File: config.mk
export PLATFORM = sky130hd
export DESIGN_NAME = screen_edge_dwell_trigger_flat
export DESIGN_NICKNAME = d
export VERILOG_FILES = /design/src/hw/rtl/sedt_pkg.sv /design/src/hw/rtl/sedt_in_if.sv /design/src/hw/rtl/sedt_out_if.sv /design/src/hw/rtl/sedt_zone.sv /design/src/hw/rtl/sedt_ctrl.sv /design/src/hw/rtl/screen_edge_dwell_trigger.sv /design/src/flat_wrapper.sv
export SDC_FILE = /design/constraint.sdc
export NUM_CORES = 1
export LEC_CHECK = 0
export BUFFER_PORTS_ARGS = -buffer_cell sky130_fd_sc_hd__buf_4
export CORE_MARGIN = 1.5
export CORE_UTILIZATION = 39
export CTS_CLUSTER_DIAMETER = 30
export CTS_CLUSTER_SIZE = 25
export DETAILED_ROUTE_END_ITERATION = 10
export GPL_TIMING_DRIVEN = 0
export PLACE_DENSITY = 0.56
export SYNTH_ARGS = -nofsm -noshare
export SYNTH_HDL_FRONTEND = slang
export SYNTH_SLANG_ARGS = --single-unit
File: constraint.sdc
create_clock -name i_clk -period 8.8 [get_ports i_clk]
set_input_delay 0.88 -clock i_clk [delete_from_list [all_inputs] [get_ports i_clk]]
set_output_delay 0.88 -clock i_clk [all_outputs]
set_load 0.01 [all_outputs]
File: src/hw/rtl/sedt_pkg.sv
// shared types and constants for the screen edge dwell trigger
package sedt_pkg;

    localparam int unsigned COORD_W = 16;
    localparam int unsigned TICK_W  = 16;
    localparam int unsigned ZONE_W  = 4;
    localparam int unsigned CFG_IDX_W  = 2;
    localparam int unsigned CFG_DATA_W = 16;

    // item kinds
    localparam logic CMD_MOTION = 1'b0;
    localparam logic CMD_TICK   = 1'b1;

    // zone selector codes
    localparam logic [ZONE_W-1:0] ZONE_LEFT         = 4'd1;
    localparam logic [ZONE_W-1:0] ZONE_TOP_LEFT     = 4'd2;
    localparam logic [ZONE_W-1:0] ZONE_TOP          = 4'd3;
    localparam logic [ZONE_W-1:0] ZONE_TOP_RIGHT    = 4'd4;
    localparam logic [ZONE_W-1:0] ZONE_RIGHT        = 4'd5;
    localparam logic [ZONE_W-1:0] ZONE_BOTTOM_RIGHT = 4'd6;
    localparam logic [ZONE_W-1:0] ZONE_BOTTOM       = 4'd7;
    localparam logic [ZONE_W-1:0] ZONE_BOTTOM_LEFT  = 4'd8;

    // register indexes
    localparam logic [CFG_IDX_W-1:0] CFG_ZONE_SELECT   = 2'd0;
    localparam logic [CFG_IDX_W-1:0] CFG_DWELL_TICKS   = 2'd1;
    localparam logic [CFG_IDX_W-1:0] CFG_HOLDOFF_TICKS = 2'd2;

    // register reset values
    localparam logic [ZONE_W-1:0] ZONE_SELECT_RST   = ZONE_LEFT;
    localparam logic [TICK_W-1:0] DWELL_TICKS_RST   = 16'd0;
    localparam logic [TICK_W-1:0] HOLDOFF_TICKS_RST = 16'd2000;

    typedef struct packed {
        logic fire;
        logic inside_zone;
        logic holdoff_active;
    } t_result;

endpackage

File: src/hw/rtl/sedt_in_if.sv
// input channel: motion and tick beats
interface sedt_in_if;
    logic                           valid;
    logic                           ready;
    logic                           cmd;
    logic [sedt_pkg::COORD_W-1:0]   pos_x;
    logic [sedt_pkg::COORD_W-1:0]   pos_y;
    logic [sedt_pkg::COORD_W-1:0]   screen_width;
    logic [sedt_pkg::COORD_W-1:0]   screen_height;

    modport source (output valid, cmd, pos_x, pos_y, screen_width, screen_height,
                    input ready);
    modport sink   (input valid, cmd, pos_x, pos_y, screen_width, screen_height,
                    output ready);
endinterface

File: src/hw/rtl/sedt_out_if.sv
// output channel: one result beat per input beat
interface sedt_out_if;
    logic valid;
    logic ready;
    logic fire;
    logic inside_zone;
    logic holdoff_active;

    modport source (output valid, fire, inside_zone, holdoff_active, input ready);
    modport sink   (input valid, fire, inside_zone, holdoff_active, output ready);
endinterface

File: src/hw/rtl/sedt_zone.sv
// edge and corner hit test for the selected zone
module sedt_zone (
    input  logic [sedt_pkg::ZONE_W-1:0]  i_zone_select,
    input  logic [sedt_pkg::COORD_W-1:0] i_pos_x,
    input  logic [sedt_pkg::COORD_W-1:0] i_pos_y,
    input  logic [sedt_pkg::COORD_W-1:0] i_screen_width,
    input  logic [sedt_pkg::COORD_W-1:0] i_screen_height,
    output logic                         o_hit
);
    import sedt_pkg::*;

    logic [COORD_W-1:0] s_x_max;
    logic [COORD_W-1:0] s_y_max;
    logic s_l, s_t, s_r, s_b;

    // zero size wraps to the top code
    assign s_x_max = i_screen_width  - COORD_W'(1);
    assign s_y_max = i_screen_height - COORD_W'(1);

    assign s_l = (i_pos_x == '0);
    assign s_t = (i_pos_y == '0);
    assign s_r = (i_pos_x == s_x_max);
    assign s_b = (i_pos_y == s_y_max);

    always_comb begin
        case (i_zone_select)
            ZONE_LEFT:         o_hit = s_l;
            ZONE_TOP_LEFT:     o_hit = s_l & s_t;
            ZONE_TOP:          o_hit = s_t;
            ZONE_TOP_RIGHT:    o_hit = s_r & s_t;
            ZONE_RIGHT:        o_hit = s_r;
            ZONE_BOTTOM_RIGHT: o_hit = s_r & s_b;
            ZONE_BOTTOM:       o_hit = s_b;
            ZONE_BOTTOM_LEFT:  o_hit = s_l & s_b;
            default:           o_hit = 1'b0;
        endcase
    end

endmodule

File: src/hw/rtl/sedt_ctrl.sv
// visit state, dwell and holdoff counters, trigger decision
module sedt_ctrl (
    input  logic                        i_clk,
    input  logic                        i_rst_n,
    input  logic                        i_step,
    input  logic                        i_cmd,
    input  logic                        i_hit,
    input  logic [sedt_pkg::TICK_W-1:0] i_dwell_ticks,
    input  logic [sedt_pkg::TICK_W-1:0] i_holdoff_ticks,
    output sedt_pkg::t_result           o_result
);
    import sedt_pkg::*;

    logic              r_in_zone,  n_in_zone;
    logic              r_fired,    n_fired;
    logic              r_pending,  n_pending;
    logic [TICK_W-1:0] r_dwell_left,   n_dwell_left;
    logic [TICK_W-1:0] r_holdoff_left, n_holdoff_left;
    logic              s_fire;

    always_comb begin
        n_in_zone      = r_in_zone;
        n_fired        = r_fired;
        n_pending      = r_pending;
        n_dwell_left   = r_dwell_left;
        n_holdoff_left = r_holdoff_left;
        s_fire         = 1'b0;

        if (i_cmd == CMD_MOTION) begin
            if (i_hit) begin
                if (!r_in_zone) begin
                    n_in_zone = 1'b1;
                    n_fired   = 1'b0;
                    n_pending = 1'b0;
                    if (i_dwell_ticks == '0) begin
                        n_dwell_left = '0;
                        if (r_holdoff_left != '0) begin
                            n_pending = 1'b1;
                        end else begin
                            s_fire         = 1'b1;
                            n_fired        = 1'b1;
                            n_holdoff_left = i_holdoff_ticks;
                        end
                    end else begin
                        n_dwell_left = i_dwell_ticks;
                    end
                end
            end else begin
                n_in_zone    = 1'b0;
                n_fired      = 1'b0;
                n_pending    = 1'b0;
                n_dwell_left = '0;
            end
        end else begin
            // holdoff first, a held trigger may fire as it runs out
            if (r_holdoff_left != '0) begin
                n_holdoff_left = r_holdoff_left - TICK_W'(1);
                if (n_holdoff_left == '0 && r_pending) begin
                    n_pending = 1'b0;
                    if (r_in_zone && !r_fired) begin
                        s_fire         = 1'b1;
                        n_fired        = 1'b1;
                        n_holdoff_left = i_holdoff_ticks;
                    end
                end
            end
            // dwell countdown sees the updated fired flag and holdoff
            if (r_in_zone && !n_fired && r_dwell_left != '0) begin
                n_dwell_left = r_dwell_left - TICK_W'(1);
                if (n_dwell_left == '0) begin
                    if (n_holdoff_left != '0) begin
                        n_pending = 1'b1;
                    end else begin
                        s_fire         = 1'b1;
                        n_fired        = 1'b1;
                        n_holdoff_left = i_holdoff_ticks;
                    end
                end
            end
        end
    end

    always_ff @(posedge i_clk) begin
        if (!i_rst_n) begin
            r_in_zone      <= 1'b0;
            r_fired        <= 1'b0;
            r_pending      <= 1'b0;
            r_dwell_left   <= '0;
            r_holdoff_left <= '0;
        end else if (i_step) begin
            r_in_zone      <= n_in_zone;
            r_fired        <= n_fired;
            r_pending      <= n_pending;
            r_dwell_left   <= n_dwell_left;
            r_holdoff_left <= n_holdoff_left;
        end
    end

    assign o_result.fire           = s_fire;
    assign o_result.inside_zone    = n_in_zone;
    assign o_result.holdoff_active = (n_holdoff_left != '0);

`ifndef SYNTHESIS
    a_fire_loads_holdoff: assert property (@(posedge i_clk) disable iff (!i_rst_n)
        i_step && s_fire |=> r_holdoff_left == $past(i_holdoff_ticks))
        else $error("holdoff not loaded on fire");

    a_pending_in_visit: assert property (@(posedge i_clk) disable iff (!i_rst_n)
        r_pending |-> r_in_zone && !r_fired)
        else $error("pending trigger outside an unfired visit");

    a_pending_needs_holdoff: assert property (@(posedge i_clk) disable iff (!i_rst_n)
        r_pending |-> r_holdoff_left != '0)
        else $error("pending trigger with holdoff expired");
`endif

endmodule

File: src/hw/rtl/screen_edge_dwell_trigger.sv
// screen edge dwell trigger: top level with input stage, result stage and registers
// path: an accepted beat is registered in the input stage, then in the result stage (two stages)
// throughput: one beat per cycle while the output is ready; all state updates in one pass of the control logic
// a stalled result register does not block intake while the input stage is free
// reset: synchronous active low; clears all visit state, valids and configuration registers to defaults
// zone_select resets to left edge, dwell_ticks to 0, holdoff_ticks to 2000
module screen_edge_dwell_trigger (
    input  logic                               i_clk,
    input  logic                               i_rst_n,
    sedt_in_if.sink                            i_in,
    sedt_out_if.source                         o_out,
    input  logic                               i_cfg_we,
    input  logic [sedt_pkg::CFG_IDX_W-1:0]     i_cfg_idx,
    input  logic [sedt_pkg::CFG_DATA_W-1:0]    i_cfg_data
);
    import sedt_pkg::*;

    // configuration registers
    logic [ZONE_W-1:0] r_zone_select;
    logic [TICK_W-1:0] r_dwell_ticks;
    logic [TICK_W-1:0] r_holdoff_ticks;

    // input stage
    logic               r_s1_valid;
    logic               r_cmd;
    logic [COORD_W-1:0] r_pos_x;
    logic [COORD_W-1:0] r_pos_y;
    logic [COORD_W-1:0] r_screen_width;
    logic [COORD_W-1:0] r_screen_height;

    // result stage
    logic    r_out_valid;
    t_result r_result;

    logic    s_in_fire;
    logic    s_advance;
    logic    s_hit;
    t_result s_result;

    // the input stage moves on when the result stage is empty or being drained
    assign s_advance  = r_s1_valid && (!r_out_valid || o_out.ready);
    assign i_in.ready = !r_s1_valid || s_advance;
    assign s_in_fire  = i_in.valid && i_in.ready;

    always_ff @(posedge i_clk) begin
        if (!i_rst_n) begin
            r_zone_select   <= ZONE_SELECT_RST;
            r_dwell_ticks   <= DWELL_TICKS_RST;
            r_holdoff_ticks <= HOLDOFF_TICKS_RST;
        end else if (i_cfg_we) begin
            case (i_cfg_idx)
                CFG_ZONE_SELECT:   r_zone_select   <= i_cfg_data[ZONE_W-1:0];
                CFG_DWELL_TICKS:   r_dwell_ticks   <= i_cfg_data[TICK_W-1:0];
                CFG_HOLDOFF_TICKS: r_holdoff_ticks <= i_cfg_data[TICK_W-1:0];
                default: ;  // unknown index, write dropped
            endcase
        end
    end

    // input stage control
    always_ff @(posedge i_clk) begin
        if (!i_rst_n) begin
            r_s1_valid <= 1'b0;
        end else if (s_in_fire) begin
            r_s1_valid <= 1'b1;
        end else if (s_advance) begin
            r_s1_valid <= 1'b0;
        end
    end

    // input stage payload
    always_ff @(posedge i_clk) begin
        if (s_in_fire) begin
            r_cmd           <= i_in.cmd;
            r_pos_x         <= i_in.pos_x;
            r_pos_y         <= i_in.pos_y;
            r_screen_width  <= i_in.screen_width;
            r_screen_height <= i_in.screen_height;
        end
    end

    sedt_zone u_zone (
        .i_zone_select   (r_zone_select),
        .i_pos_x         (r_pos_x),
        .i_pos_y         (r_pos_y),
        .i_screen_width  (r_screen_width),
        .i_screen_height (r_screen_height),
        .o_hit           (s_hit)
    );

    // state commits exactly when the beat moves into the result stage
    sedt_ctrl u_ctrl (
        .i_clk           (i_clk),
        .i_rst_n         (i_rst_n),
        .i_step          (s_advance),
        .i_cmd           (r_cmd),
        .i_hit           (s_hit),
        .i_dwell_ticks   (r_dwell_ticks),
        .i_holdoff_ticks (r_holdoff_ticks),
        .o_result        (s_result)
    );

    // result stage control
    always_ff @(posedge i_clk) begin
        if (!i_rst_n) begin
            r_out_valid <= 1'b0;
        end else if (s_advance) begin
            r_out_valid <= 1'b1;
        end else if (o_out.ready) begin
            r_out_valid <= 1'b0;
        end
    end

    // result stage payload
    always_ff @(posedge i_clk) begin
        if (s_advance) begin
            r_result <= s_result;
        end
    end

    assign o_out.valid          = r_out_valid;
    assign o_out.fire           = r_result.fire;
    assign o_out.inside_zone    = r_result.inside_zone;
    assign o_out.holdoff_active = r_result.holdoff_active;

`ifndef SYNTHESIS
    a_fire_shape: assert property (@(posedge i_clk) disable iff (!i_rst_n)
        r_out_valid && r_result.fire |->
            r_result.inside_zone &&
            (r_result.holdoff_active == (r_holdoff_ticks != '0)))
        else $error("fire beat with inconsistent zone or holdoff flags");

    a_no_advance_when_blocked: assert property (@(posedge i_clk) disable iff (!i_rst_n)
        r_s1_valid && r_out_valid && !o_out.ready |=> r_s1_valid)
        else $error("input stage lost a beat while result stage stalled");

    a_result_held: assert property (@(posedge i_clk) disable iff (!i_rst_n)
        r_out_valid && !o_out.ready |=> r_out_valid && $stable(r_result))
        else $error("stalled result changed");
`endif

endmodule
File: src/flat_wrapper.sv
// flat-port wrapper written by rule: the top's interface ports become plain ports
module screen_edge_dwell_trigger_flat import sedt_pkg::*;
  (i_clk, i_rst_n, i_cfg_we, i_cfg_idx, i_cfg_data, i_in_valid, i_in_cmd, i_in_pos_x, i_in_pos_y, i_in_screen_width, i_in_screen_height, i_in_ready, o_out_valid, o_out_fire, o_out_inside_zone, o_out_holdoff_active, o_out_ready);
  sedt_in_if i_in_i ();
  sedt_out_if o_out_i ();
  input  logic i_clk;
  input  logic i_rst_n;
  input  logic i_cfg_we;
  input  logic [sedt_pkg::CFG_IDX_W-1:0] i_cfg_idx;
  input  logic [sedt_pkg::CFG_DATA_W-1:0] i_cfg_data;
  input wire logic [$bits(i_in_i.valid)-1:0] i_in_valid;
  input wire logic [$bits(i_in_i.cmd)-1:0] i_in_cmd;
  input wire logic [$bits(i_in_i.pos_x)-1:0] i_in_pos_x;
  input wire logic [$bits(i_in_i.pos_y)-1:0] i_in_pos_y;
  input wire logic [$bits(i_in_i.screen_width)-1:0] i_in_screen_width;
  input wire logic [$bits(i_in_i.screen_height)-1:0] i_in_screen_height;
  output wire logic [$bits(i_in_i.ready)-1:0] i_in_ready;
  output wire logic [$bits(o_out_i.valid)-1:0] o_out_valid;
  output wire logic [$bits(o_out_i.fire)-1:0] o_out_fire;
  output wire logic [$bits(o_out_i.inside_zone)-1:0] o_out_inside_zone;
  output wire logic [$bits(o_out_i.holdoff_active)-1:0] o_out_holdoff_active;
  input wire logic [$bits(o_out_i.ready)-1:0] o_out_ready;
  assign i_in_i.valid = i_in_valid;
  assign i_in_i.cmd = i_in_cmd;
  assign i_in_i.pos_x = i_in_pos_x;
  assign i_in_i.pos_y = i_in_pos_y;
  assign i_in_i.screen_width = i_in_screen_width;
  assign i_in_i.screen_height = i_in_screen_height;
  assign i_in_ready = i_in_i.ready;
  assign o_out_valid = o_out_i.valid;
  assign o_out_fire = o_out_i.fire;
  assign o_out_inside_zone = o_out_i.inside_zone;
  assign o_out_holdoff_active = o_out_i.holdoff_active;
  assign o_out_i.ready = o_out_ready;
  screen_edge_dwell_trigger u_core (.i_clk(i_clk), .i_rst_n(i_rst_n), .i_in(i_in_i), .o_out(o_out_i), .i_cfg_we(i_cfg_we), .i_cfg_idx(i_cfg_idx), .i_cfg_data(i_cfg_data));
endmodule
**After elaboration in Yosys (flattened, before gate mapping)**

Index checks and enable logic that the tools add are counted.

- Bitwise gates (word level): 4
- Mux-type cells: 55
- Equal/unequal tests: 14
- Add/sub/neg operators: 4
- Reduce and logical (&&, ||, !) cells: 29

Operators by type and width:

| operator | count |
|---|---|
| 2-to-1 mux 16 bit | 17 |
| logical NOT 16 bit | 5 |
| nonzero test 16 bit | 4 |
| subtractor 16 x 1 -> 16 bit, second input constant | 4 |
| 2-to-1 mux 1 bit | 37 |
| == test 16 bit | 2 |
| == test 4 x 3 -> 1 bit, second input constant | 4 |
| == test 4 x 2 -> 1 bit, second input constant | 2 |
| one-hot mux 1 bit (8 select lines) | 1 |
| AND reduction 2 bit | 4 |
| logical AND 1 bit | 6 |
| AND 1 bit | 4 |
| == test 4 x 1 -> 1 bit, second input constant | 1 |
| == test 4 bit, second input constant | 1 |
| logical NOT 1 bit | 4 |
| nonzero test 2 bit | 2 |
| inequality test 3 x 2 -> 1 bit, second input constant | 1 |
| AND reduction 3 bit | 1 |
| == test 2 x 1 -> 1 bit, second input constant | 1 |
| == test 2 bit, second input constant | 1 |
| logical NOT 2 bit | 1 |
| logical OR 1 bit | 2 |
| inequality test 2 bit, second input constant | 1 |

- Word-level logic and storage cells: 124
- Bits in registers: 141

**Depth between registers and ports, before layout**

Gate-level depths: netlist (run 1).

- Depth after elaboration: 12
- Gate-level depth with buffers: 15

**Cells and area by module**

Synthesis (run 1) repeated with hierarchy kept, for this count alone.

- Cell total of the unflattened synthesis: 873
- Area total of the unflattened synthesis: 8,235.4 um^2

By module, submodules not included:

| module | times used | area an instance (um^2) | cells an instance |
|---|---|---|---|
| screen_edge_dwell_trigger | 1 | 3,574.7 | 219 |
| sedt_ctrl | 1 | 3,323.2 | 471 |
| sedt_zone | 1 | 1,337.5 | 183 |

**Least setup slack after synthesis (run 1)**

Ideal clock, no wire load.

- Kind: register -> register
- Start point: register u_core.u_ctrl.r_holdoff_left[0]
- End point: register u_core.r_result (netlist bit u_core.o_out.holdoff_active), data pin
- Buffers on the path: 4
- Cell stages (with the launch flop): 16
- Required time: 8.528 ns
- Data arrival time: 3.394 ns
- Slack: 5.134 ns
- Cell sequence: dfxtp_1 clkbuf_1 inv_1 ha_1 buf_2 or4b_1 buf_2 nor4_1 nor3_1 and4_1 clkbuf_1 a32oi_1 o21ai_0 nor4_1 nand4_1 or4b_1

RTL lines:

| item | RTL line | RTL |
|---|---|---|
| start: declaration | sedt_ctrl.sv:18 | `logic [TICK_W-1:0] r_holdoff_left, n_holdoff_left;` |
| start signal: assignment | sedt_ctrl.sv:95 | `r_holdoff_left <= n_holdoff_left;` |
| end signal: assignment | screen_edge_dwell_trigger.sv:117 | `r_result <= s_result;` |
| end: declaration | screen_edge_dwell_trigger.sv:33 | `t_result r_result;` |

==> qor.yml, run 1 <==
path_clk_slew_ns: 0.06
cpLargestDelayFamily: "simple AND/OR/NAND/NOR gates"
status: "finished, final reports clean"
setup_tns_ns: 0
area_growth_pct: 19.6
cts_tree: "yes"
hold-path-cell-count: 2
root_buffer: "clkbuf_16"
ys.flop_type: "dfxtp_1"
start_util: 0.399
clockBufferDepth: 2
rsz0062_at_grt: "false"
antennaDiodeCount: 0
placed_cell_area_sq_um: 9130
leakage_nw: 3.46
post-route-period-util: 0.557
rows: 52
yosys-top-cells-area: "edfxtp_1 25%, dfxtp_1 18%, nand2_1 5.2%, a21oi_1 3.8%, xnor2_1 3.1%"
cts-resized-gates: 0
p_sw_uw: 543
drt_iter0_drc: 653
yosysTopAreaCell: "edfxtp_1"
required_ns: 8.94
overflow: 0
p_sw_frac: 0.307
viasPerCell: 5.73
drive_above_1_share: 0.148
critPathLaunchType: "flip-flop"
pin_count: 93
ant_nets: 0
hold_ws_ns: 0.477
cts_buffers: 17
grt_pass1_wl_um: 38500
reg2reg_depth: 14
synth_top_area_share: 0.252
fin_crit_ns: 4.90
core_area_sq_um: 20300
max_slew_margin: 0.176
setup_viol: 0
htree_levels: 4
p_total_mw: 1.77
syn-mean-instance-area_sq_um: 8.84
ys_seq_area_frac: 0.432
dpl.hpwl_um: 18200
synth-edff-count: 68
grt_max_degree: 66
fmax_mhz: 204
antenna_found_initial: 0
drt_wl_total_um: 24100
end_kind: "flip-flop"
clk_latency_ns: 0.42
ys_ff_latch: 141
first_pass_iters: 5
ff2ff_setup_slack_ns: 3.90
hp-class: "reg2reg"
worst_path_largest_cell_delay_ns: 0.62
synth-async-reset-ratio: 0
postCtsHoldBufs: 0
wl_per_cell_um: 18.4
die_w_um: 147
cap_violations: 0
path_cells: "clkbuf_1, inv_1, ha_1, buf_2, or4b_1, buf_2, nor4_1, nor2_1, nand4_1, a2111oi_0, nor3_1, o221ai_4, o31a_1, or4b_1"
path_max_fanout: 10
critical_path_arrival_ns: 5.04
crit_type: "reg2reg"
peakVddDrop_uv: 150
place.gp.congestion: 0.912
syn_area_sq_um: 8100
cts_setup_buffers: 0
rr_endpoint: "u_core.o_out.holdoff_active$_DFFE_PP_"
powerDensity_nw_per_um2: 183
die-area_sq_um: 21600
fill_cells: 2026
whs_endpoint: "u_core.u_ctrl.r_holdoff_left[4]$_SDFFE_PN0P_"
syn_nets: 1010
crit_slowest_cell: "nor3_1"
path_buf_inv: 4
finalHoldViolCount: 0
layout.nets: 1120
routed-via-count: 7499
seq_power_share: 0.430
fp.dieH_um: 147
hp-start: "u_core.r_holdoff_ticks[4]$_SDFFE_PN1P_"
grt_pass1_vias: 7162
worst_pin_slew_ns: 1.22
stdcell_area_sq_um: 9690
clockPowerShare: 0.396
grtUsageTotal: 0.226
synth_cells: 916
fin_skew_ns: 0.0130
clkSinkCount: 141
report.final.slew_viol_count: 0
combPwrFrac: 0.174
port_buffers: 91
drc: 0
synth_warnings: 0
synthDistinctLibCells: 77
internal-power_mw: 1.23
timing.rr.start: "u_core.u_ctrl.r_holdoff_left[0]$_SDFFE_PN0P_"
[power groups by stage]
| stage | Sequential [mW] | Clock, mW | Combinational [mW] |
|---|---|---|---|
| finish | 0.760 | 0.701 | 0.308 |
| global route | 0.765 | 0.743 | 0.339 |
| CTS | 0.760 | 0.716 | 0.305 |
| detailed placement | 0.774 | 0 | 0.304 |
| global placement | 0.775 | 0 | 0.302 |
| floorplan | 0.763 | 0 | 0.208 |
[layer usage]
layer,vias to the layer above,wire [um],track usage
met5,-,0,0
li1,3691,-,-
met3,30,1620,0.0503
met4,0,531,0.0750
met2,264,11500,0.373
met1,3514,10500,0.293
[layout make-up]
class,instances,area (sq um),area share
timing repair buffer,91,683,0.0705
multi-input combinational,697,4280,0.442
inverter,28,105,0.0108
sequential,141,3500,0.361
tap,270,338,0.0349
clock inverter,15,141,0.0146
clock buffer,17,425,0.0439
buffer,50,213,0.0219
[cells in the final DEF (no fill, tap or decap), drive strengths merged, types with 12 or more instances in the layout]
| cell type | Yosys | routed |
|---|---|---|
| edfxtp | 68 | 68 |
| nor2 | 59 | 59 |
| o31ai | 15 | 15 |
| a31oi | 16 | 16 |
| or3 | 15 | 15 |
| nand3 | 29 | 29 |
| a21oi | 62 | 62 |
| xor2 | 18 | 18 |
| nor4 | 36 | 36 |
| a211oi | 12 | 12 |
| inv | 27 | 38 |
| or4 | 13 | 13 |
| xnor2 | 29 | 29 |
| nand2 | 112 | 112 |
| nand4 | 23 | 23 |
| clkbuf | 43 | 60 |
| buf | 7 | 98 |
| dfxtp | 73 | 73 |
| nor3 | 35 | 35 |
| o21ai | 48 | 48 |
[through the flow]
stage                      util  cells  setup WS [ns]
after floorplan               -    916           5.13
after global placement    0.449   1277           4.01
after detailed placement  0.450   1277           4.03
after CTS                 0.477   1309           4.02
after global routing      0.477   1309           3.60
final                     0.477   1309           3.90
[synthesized netlist by cell type, types with 5 or more instances]
library cell and count:
nand4_1 23, edfxtp_1 68, or2_2 8, and2_1 5, a41oi_1 5, o211ai_1 8
nand3_1 29, dfxtp_1 73, o21a_1 5, nand2_1 112, nor2b_1 8, nand2b_1 11
or4_1 11, nor3b_1 6, a21o_1 9, clkbuf_1 43, o21ai_0 48, o31a_1 7
a211oi_1 12, a31oi_1 16, nor4_1 35, or3_1 15, and3_1 7, xor2_1 18
xnor2_1 29, ha_1 6, a21oi_1 62, nor2_1 59, inv_1 27, nor3_1 35
buf_2 5, o31ai_1 15, mux2i_1 11, o22ai_1 6
[tightest hold or removal path, stage by stage, from the launching register on]
cell	delay [ns]
dfxtp_1	0.32
nand2_1	0.06
a21oi_1	0.05
[flip-flops by register name (all words and copies together) (netlist names), 4 cells and up]
name / flops
u_core.r_screen_height: 16
u_core.r_holdoff_ticks: 16
u_core.r_pos_y: 16
u_core.u_ctrl.r_dwell_left: 16
u_core.r_screen_width: 16
u_core.r_pos_x: 16
u_core.u_ctrl.r_holdoff_left: 16
u_core.r_dwell_ticks: 16
u_core.r_zone_select: 4
[how the worst max path moves through the flow]
stage               cells after the start                                         start                                    end
floorplan                              15  u_core.u_ctrl.r_holdoff_left[0]$_SDFFE_PN0P_  u_core.o_out.holdoff_active$_DFFE_PP_
global placement                       14  u_core.u_ctrl.r_holdoff_left[0]$_SDFFE_PN0P_  u_core.o_out.holdoff_active$_DFFE_PP_
detailed placement                     14  u_core.u_ctrl.r_holdoff_left[0]$_SDFFE_PN0P_  u_core.o_out.holdoff_active$_DFFE_PP_
CTS                                    14  u_core.u_ctrl.r_holdoff_left[0]$_SDFFE_PN0P_  u_core.o_out.holdoff_active$_DFFE_PP_
global route                           14  u_core.u_ctrl.r_holdoff_left[0]$_SDFFE_PN0P_  u_core.o_out.holdoff_active$_DFFE_PP_
finish                                 14  u_core.u_ctrl.r_holdoff_left[0]$_SDFFE_PN0P_  u_core.o_out.holdoff_active$_DFFE_PP_
[logic make-up (layout without fill, tap and decap cells)]
family / count (synthesis) / count (layout) / synth area share
and+or+nand+nor: 393 / 393 / 0.255
adders and majority gates: 6 / 6 / 0.00927
xor gates and xnor gates: 47 / 47 / 0.0508
DFF: 141 / 141 / 0.432
AOI/OAI and AO/OA: 239 / 239 / 0.199
buffers and inverters: 78 / 201 / 0.0392
muxes: 12 / 12 / 0.0150
No activity file was read; power rests on OpenSTA's default activity.
==> run 2, diff against run 1 <==
--- a/config.mk
+++ b/config.mk
@@ -12,7 +12,7 @@
 export CTS_CLUSTER_SIZE = 25
 export DETAILED_ROUTE_END_ITERATION = 10
 export GPL_TIMING_DRIVEN = 0
-export PLACE_DENSITY = 0.56
+export PLACE_DENSITY = 0.58
 export SYNTH_ARGS = -nofsm -noshare
 export SYNTH_HDL_FRONTEND = slang
 export SYNTH_SLANG_ARGS = --single-unit
==> constraint.sdc (replaced) <==
create_clock -name i_clk -period 4.25 [get_ports i_clk]
set_input_delay 0.425 -clock i_clk [delete_from_list [all_inputs] [get_ports i_clk]]
set_output_delay 0.425 -clock i_clk [all_outputs]
set_load 0.01 [all_outputs]
==> run 2 against run 1 <==
Against the previous run:
- critical path type unchanged
- clock power is 110% higher
- fmax increased by 19%
- final area up 2.0%
- clock skew grew 0.0067 ns
==> qor.yml, run 2 (synthesis gave the netlist of run 1 again) <==
status: "finished, final reports clean"
pin_count: 93
routed-via-count: 7615
die_w_um: 147
critical_path_arrival_ns: 4.28
placed_cell_area_sq_um: 9130
layout.nets: 1124
fill_cells: 2023
place.gp.congestion: 0.921
reg2reg_depth: 11
clk_latency_ns: 0.43
wl_per_cell_um: 18.6
stdcell_area_sq_um: 9880
regArea_sq_um: 3510
required_ns: 4.40
worst_pin_slew_ns: 0.831
start_util: 0.399
antennaDiodeCount: 0
fmax_mhz: 242
core_area_sq_um: 20300
p_total_mw: 3.75
setup_viol: 0
post-route-period-util: 0.970
postCtsHoldBufs: 0
hold_ws_ns: 0.173
grt_pass1_wl_um: 38000
die-area_sq_um: 21600
drt_wl_total_um: 24400
fp.dieH_um: 147
root_buffer: "clkbuf_16"
cts_buffers: 17
area_growth_pct: 22.0
first_pass_iters: 5
drive_above_1_share: 0.166
clockBufferDepth: 2
fin_ws_ns: 0.126
hp-class: "in2reg"
port_buffers: 91
report.final.slew_viol_count: 0
critPathLaunchType: "flip-flop"
antenna_found_initial: 0
path_clk_slew_ns: 0.07
grtUsageTotal: 0.224
finalHoldViolCount: 0
grt_pass1_vias: 7171
overflow: 0
dpl.hpwl_um: 18000
fin_crit_ns: 4.12
dpl_worst_slack_ns: -0.651
path_max_fanout: 9
multi_input_area_sq_um: 4410
ant_nets: 0
grt_max_degree: 66
cap_violations: 0
htree_levels: 4
end_kind: "flip-flop"
max_slew_margin: 0.446
final_common_cell: "nand2_1"
cts_tree: "yes"
clkSinkCount: 141
leakage_nw: 3.53
viasPerCell: 5.80
drc: 0
peakVddDrop_uv: 237
drt_iter0_drc: 584
fin_skew_ns: 0.0197
crit_type: "reg2reg"
powerDensity_nw_per_um2: 379
hold-path-cell-count: 1
layout_common_cells: "112 x nand2_1, 96 x buf_4, 71 x dfxtp_1"
rows: 52
==> run 2: changes by cell type in the layout (fill, tap and decap cells not counted), sizes merged <==
cell and delta:
clkinv +4, buf +3, clkbuf +1, bufinv +2
inv -6
==> run 2: final timing paths <==
| check | startpoint | to | slack (ns) |
|---|---|---|---|
| worst max-delay path | u_core.r_screen_height[3]$_DFFE_PP_ | u_core.o_out.holdoff_active$_DFFE_PP_ | 0.13 |
| worst min-delay path | i_in_pos_y[15] | u_core.r_pos_y[15]$_DFFE_PP_ | 0.17 |
| worst max register to register | u_core.r_screen_height[3]$_DFFE_PP_ | u_core.o_out.holdoff_active$_DFFE_PP_ | 0.13 |
| worst min register to register | u_core.r_holdoff_ticks[4]$_SDFFE_PN1P_ | u_core.u_ctrl.r_holdoff_left[4]$_SDFFE_PN0P_ | 0.48 |
==> run 2: stage by stage <==
| step | setup TNS, ns | utilization | cells |
|---|---|---|---|
| 2_1_floorplan | 0 | - | 916 |
| 3_3_place_gp | -3.36 | 0.449 | 1277 |
| 3_5_place_dp | -2.80 | 0.450 | 1277 |
| 4_1_cts | 0 | 0.483 | 1313 |
| 5_1_grt | -0.0332 | 0.487 | 1313 |
| 6_report | 0 | 0.487 | 1313 |
==> run 2: metal layers <==
layer  GRT usage  vias up  part of all wire
met4      0.0930        0             0.028
met2       0.362      253              0.47
met5           0        -                 0
li1            -     3690                 -
met3      0.0438       45             0.059
met1       0.294     3627              0.44
==> run 2: where the power goes <==
| group | switching, mW | internal, mW |
|---|---|---|
| clock network | 0.629 | 0.872 |
| registers | 0.0782 | 1.50 |
| logic | 0.394 | 0.272 |
| total | 1.10 | 2.65 |
==> run 2: repair_timing <==
item	CTS	global route
pin swaps	3	1
resized for setup	8	17
setup buffers	5	0
endpoints found under the setup margin	20	22
==> run 2: area by class of cell <==
class                   count  area share
inverters                  28      0.0106
multi-input cells         697       0.447
plain buffers              49      0.0217
repair buffers             96      0.0729
clock inverters            15      0.0162
well taps                 270      0.0342
flip-flops and latches    141       0.355
clock buffers              17      0.0430
==> run 2: critical path: stages, from the launching register on <==
cell      delay (ns)
edfxtp_1        0.52
or4_4           0.56
buf_6           0.15
or4_4           0.49
mux2i_1         0.18
o22ai_1         0.18
o41ai_2         0.35
a222oi_1        0.18
buf_2           0.21
o31a_1          0.30
a21oi_1         0.23
or4b_1          0.50
==> run 3, diff against run 2 <==
--- a/config.mk
+++ b/config.mk
@@ -12,6 +12,7 @@
 export CTS_CLUSTER_SIZE = 25
 export DETAILED_ROUTE_END_ITERATION = 10
 export GPL_TIMING_DRIVEN = 0
+export MAX_ROUTING_LAYER = met4
 export PLACE_DENSITY = 0.58
 export SYNTH_ARGS = -nofsm -noshare
 export SYNTH_HDL_FRONTEND = slang
==> run 3 against run 2 <==
Against the previous run:
- hold slack lost 0.0030 ns
- routed wire length up 0.74%
- via count rose by 0.11%
- cell count about the same
- die area is the same
- clock skew shrank 0.0071 ns
- final area decreased by 0.22%
- sequential share of layout area rose by 0.077 points
- utilization fell by 0.10 points
- total power is 1.1% lower
- critical path type unchanged
- largest power group unchanged
==> qor.yml, run 3 (synthesis gave the netlist of run 1 again) <==
path_max_fanout: 9
ant_nets: 0
die-area_sq_um: 21600
cts_tree: "yes"
layout_common_cells: "112 x nand2_1, 98 x buf_4, 71 x dfxtp_1"
placed_cell_area_sq_um: 9130
critPathLaunchType: "flip-flop"
multi_input_area_sq_um: 4400
wl_per_cell_um: 18.7
hp-class: "in2reg"
port_buffers: 91
post-route-period-util: 0.966
clockBufferDepth: 2
grt_max_degree: 66
overflow: 0
pin_count: 93
fp.dieH_um: 147
clk_latency_ns: 0.43
report.final.slew_viol_count: 0
grt_pass1_wl_um: 38600
antennaDiodeCount: 0
powerDensity_nw_per_um2: 376
antenna_found_initial: 0
max_slew_margin: 0.440
end_kind: "flip-flop"
p_total_mw: 3.71
layout.nets: 1125
place.gp.congestion: 0.964
leakage_nw: 3.53
worst_path_largest_cell_delay_ns: 0.60
hold_ws_ns: 0.170
drc: 0
finalHoldViolCount: 0
die_w_um: 147
first_pass_iters: 5
status: "finished, final reports clean"
worst_pin_slew_ns: 0.840
root_buffer: "clkbuf_16"
cpLargestDelayFamily: "simple AND/OR/NAND/NOR gates"
htree_levels: 4
path_cells: "inv_1, ha_1, buf_2, or4b_1, buf_2, nor4_4, nor2_1, nand4_1, buf_4, o31ai_1, a2111oi_0, and4b_1, nand4_1, or4b_1"
crit_slowest_cell: "or4b_1"
drive_above_1_share: 0.166
postCtsHoldBufs: 0
required_ns: 4.40
critical_path_arrival_ns: 4.25
grt_pass1_vias: 7086
drt_wl_total_um: 24600
rows: 52
start_util: 0.399
area_growth_pct: 21.7
crit_type: "reg2reg"
drt_iter0_drc: 600
fin_crit_ns: 4.11
path_clk_slew_ns: 0.07
cts_buffers: 17
core_area_sq_um: 20300
routed-via-count: 7623
stdcell_area_sq_um: 9860
dpl_worst_slack_ns: -0.515
final_common_cell: "nand2_1"
dpl.hpwl_um: 18200
fin_skew_ns: 0.0127
grtUsageTotal: 0.235
cap_violations: 0
regArea_sq_um: 3510
setup_viol: 0
fill_cells: 1990
path_buf_inv: 4
viasPerCell: 5.80
fin_ws_ns: 0.143
peakVddDrop_uv: 250
fmax_mhz: 243
clkSinkCount: 141
run 3: cell count changes in the layout (fill, tap and decap cells not counted), sizes merged:
cell / change
inv: +3
bufinv: -2
clkinv: -1
clkbuf: -3
buf: +4
run 3: report_power, final:
part	switching, mW	total (mW)	internal, mW
Sequential	0.0780	1.58	1.50
Clock	0.685	1.46	0.779
Combinational	0.393	0.664	0.271
run 3: path summary, 6_finish.rpt:
kind | slack (ns) | startpoint | depth (start not counted) | end
worst max-delay path | 0.14 | u_core.u_ctrl.r_holdoff_left[0]$_SDFFE_PN0P_ | 14 | u_core.o_out.holdoff_active$_DFFE_PP_
worst min-delay path | 0.17 | i_in_screen_width[12] | 1 | u_core.r_screen_width[12]$_DFFE_PP_
worst max register to register | 0.14 | u_core.u_ctrl.r_holdoff_left[0]$_SDFFE_PN0P_ | 14 | u_core.o_out.holdoff_active$_DFFE_PP_
worst min register to register | 0.48 | u_core.r_holdoff_ticks[4]$_SDFFE_PN1P_ | 2 | u_core.u_ctrl.r_holdoff_left[4]$_SDFFE_PN0P_
run 3: layer usage:
metal  routed length [um]  track usage
met5                    0            -
met4                  267       0.0520
met3                 1690       0.0478
met2                11800        0.379
met1                10800        0.304
run 3: worst reg2reg max path, delay by kind of cell (launching register included):
| family | cells | cell delay (ns) |
|---|---|---|
| adders and majority gates | 1 | 0.17 |
| AOI/OAI and AO/OA | 2 | 0.50 |
| DFF | 1 | 0.39 |
| buffers and inverters | 4 | 0.73 |
| and+or+nand+nor | 7 | 2.06 |
run 3: cell type report:
| type | instances | share of cell area |
|---|---|---|
| multi-input cells | 697 | 0.446 |
| repair buffers | 98 | 0.0746 |
| flip-flops and latches | 141 | 0.356 |
| clock buffers | 17 | 0.0431 |
| well taps | 270 | 0.0343 |
| plain buffers | 48 | 0.0208 |
| clock inverters | 15 | 0.0151 |
| inverters | 28 | 0.0107 |
run 3: timing repair:
| item | 4_1_cts | 5_1_grt |
|---|---|---|
| pin swaps | 2 | 5 |
| buffers inserted | 5 | 2 |
| endpoints found under the hold margin | 0 | 0 |
| setup endpoints to repair | 19 | 28 |
| gates resized for setup | 7 | 14 |
run 3: stage by stage:
step | util | instances | TNS [ns]
floorplan | - | 916 | 0
global placement | 0.449 | 1277 | -2.27
detailed placement | 0.450 | 1277 | -2.04
CTS | 0.482 | 1313 | 0
global route | 0.486 | 1314 | -0.0220
finish | 0.486 | 1314 | 0
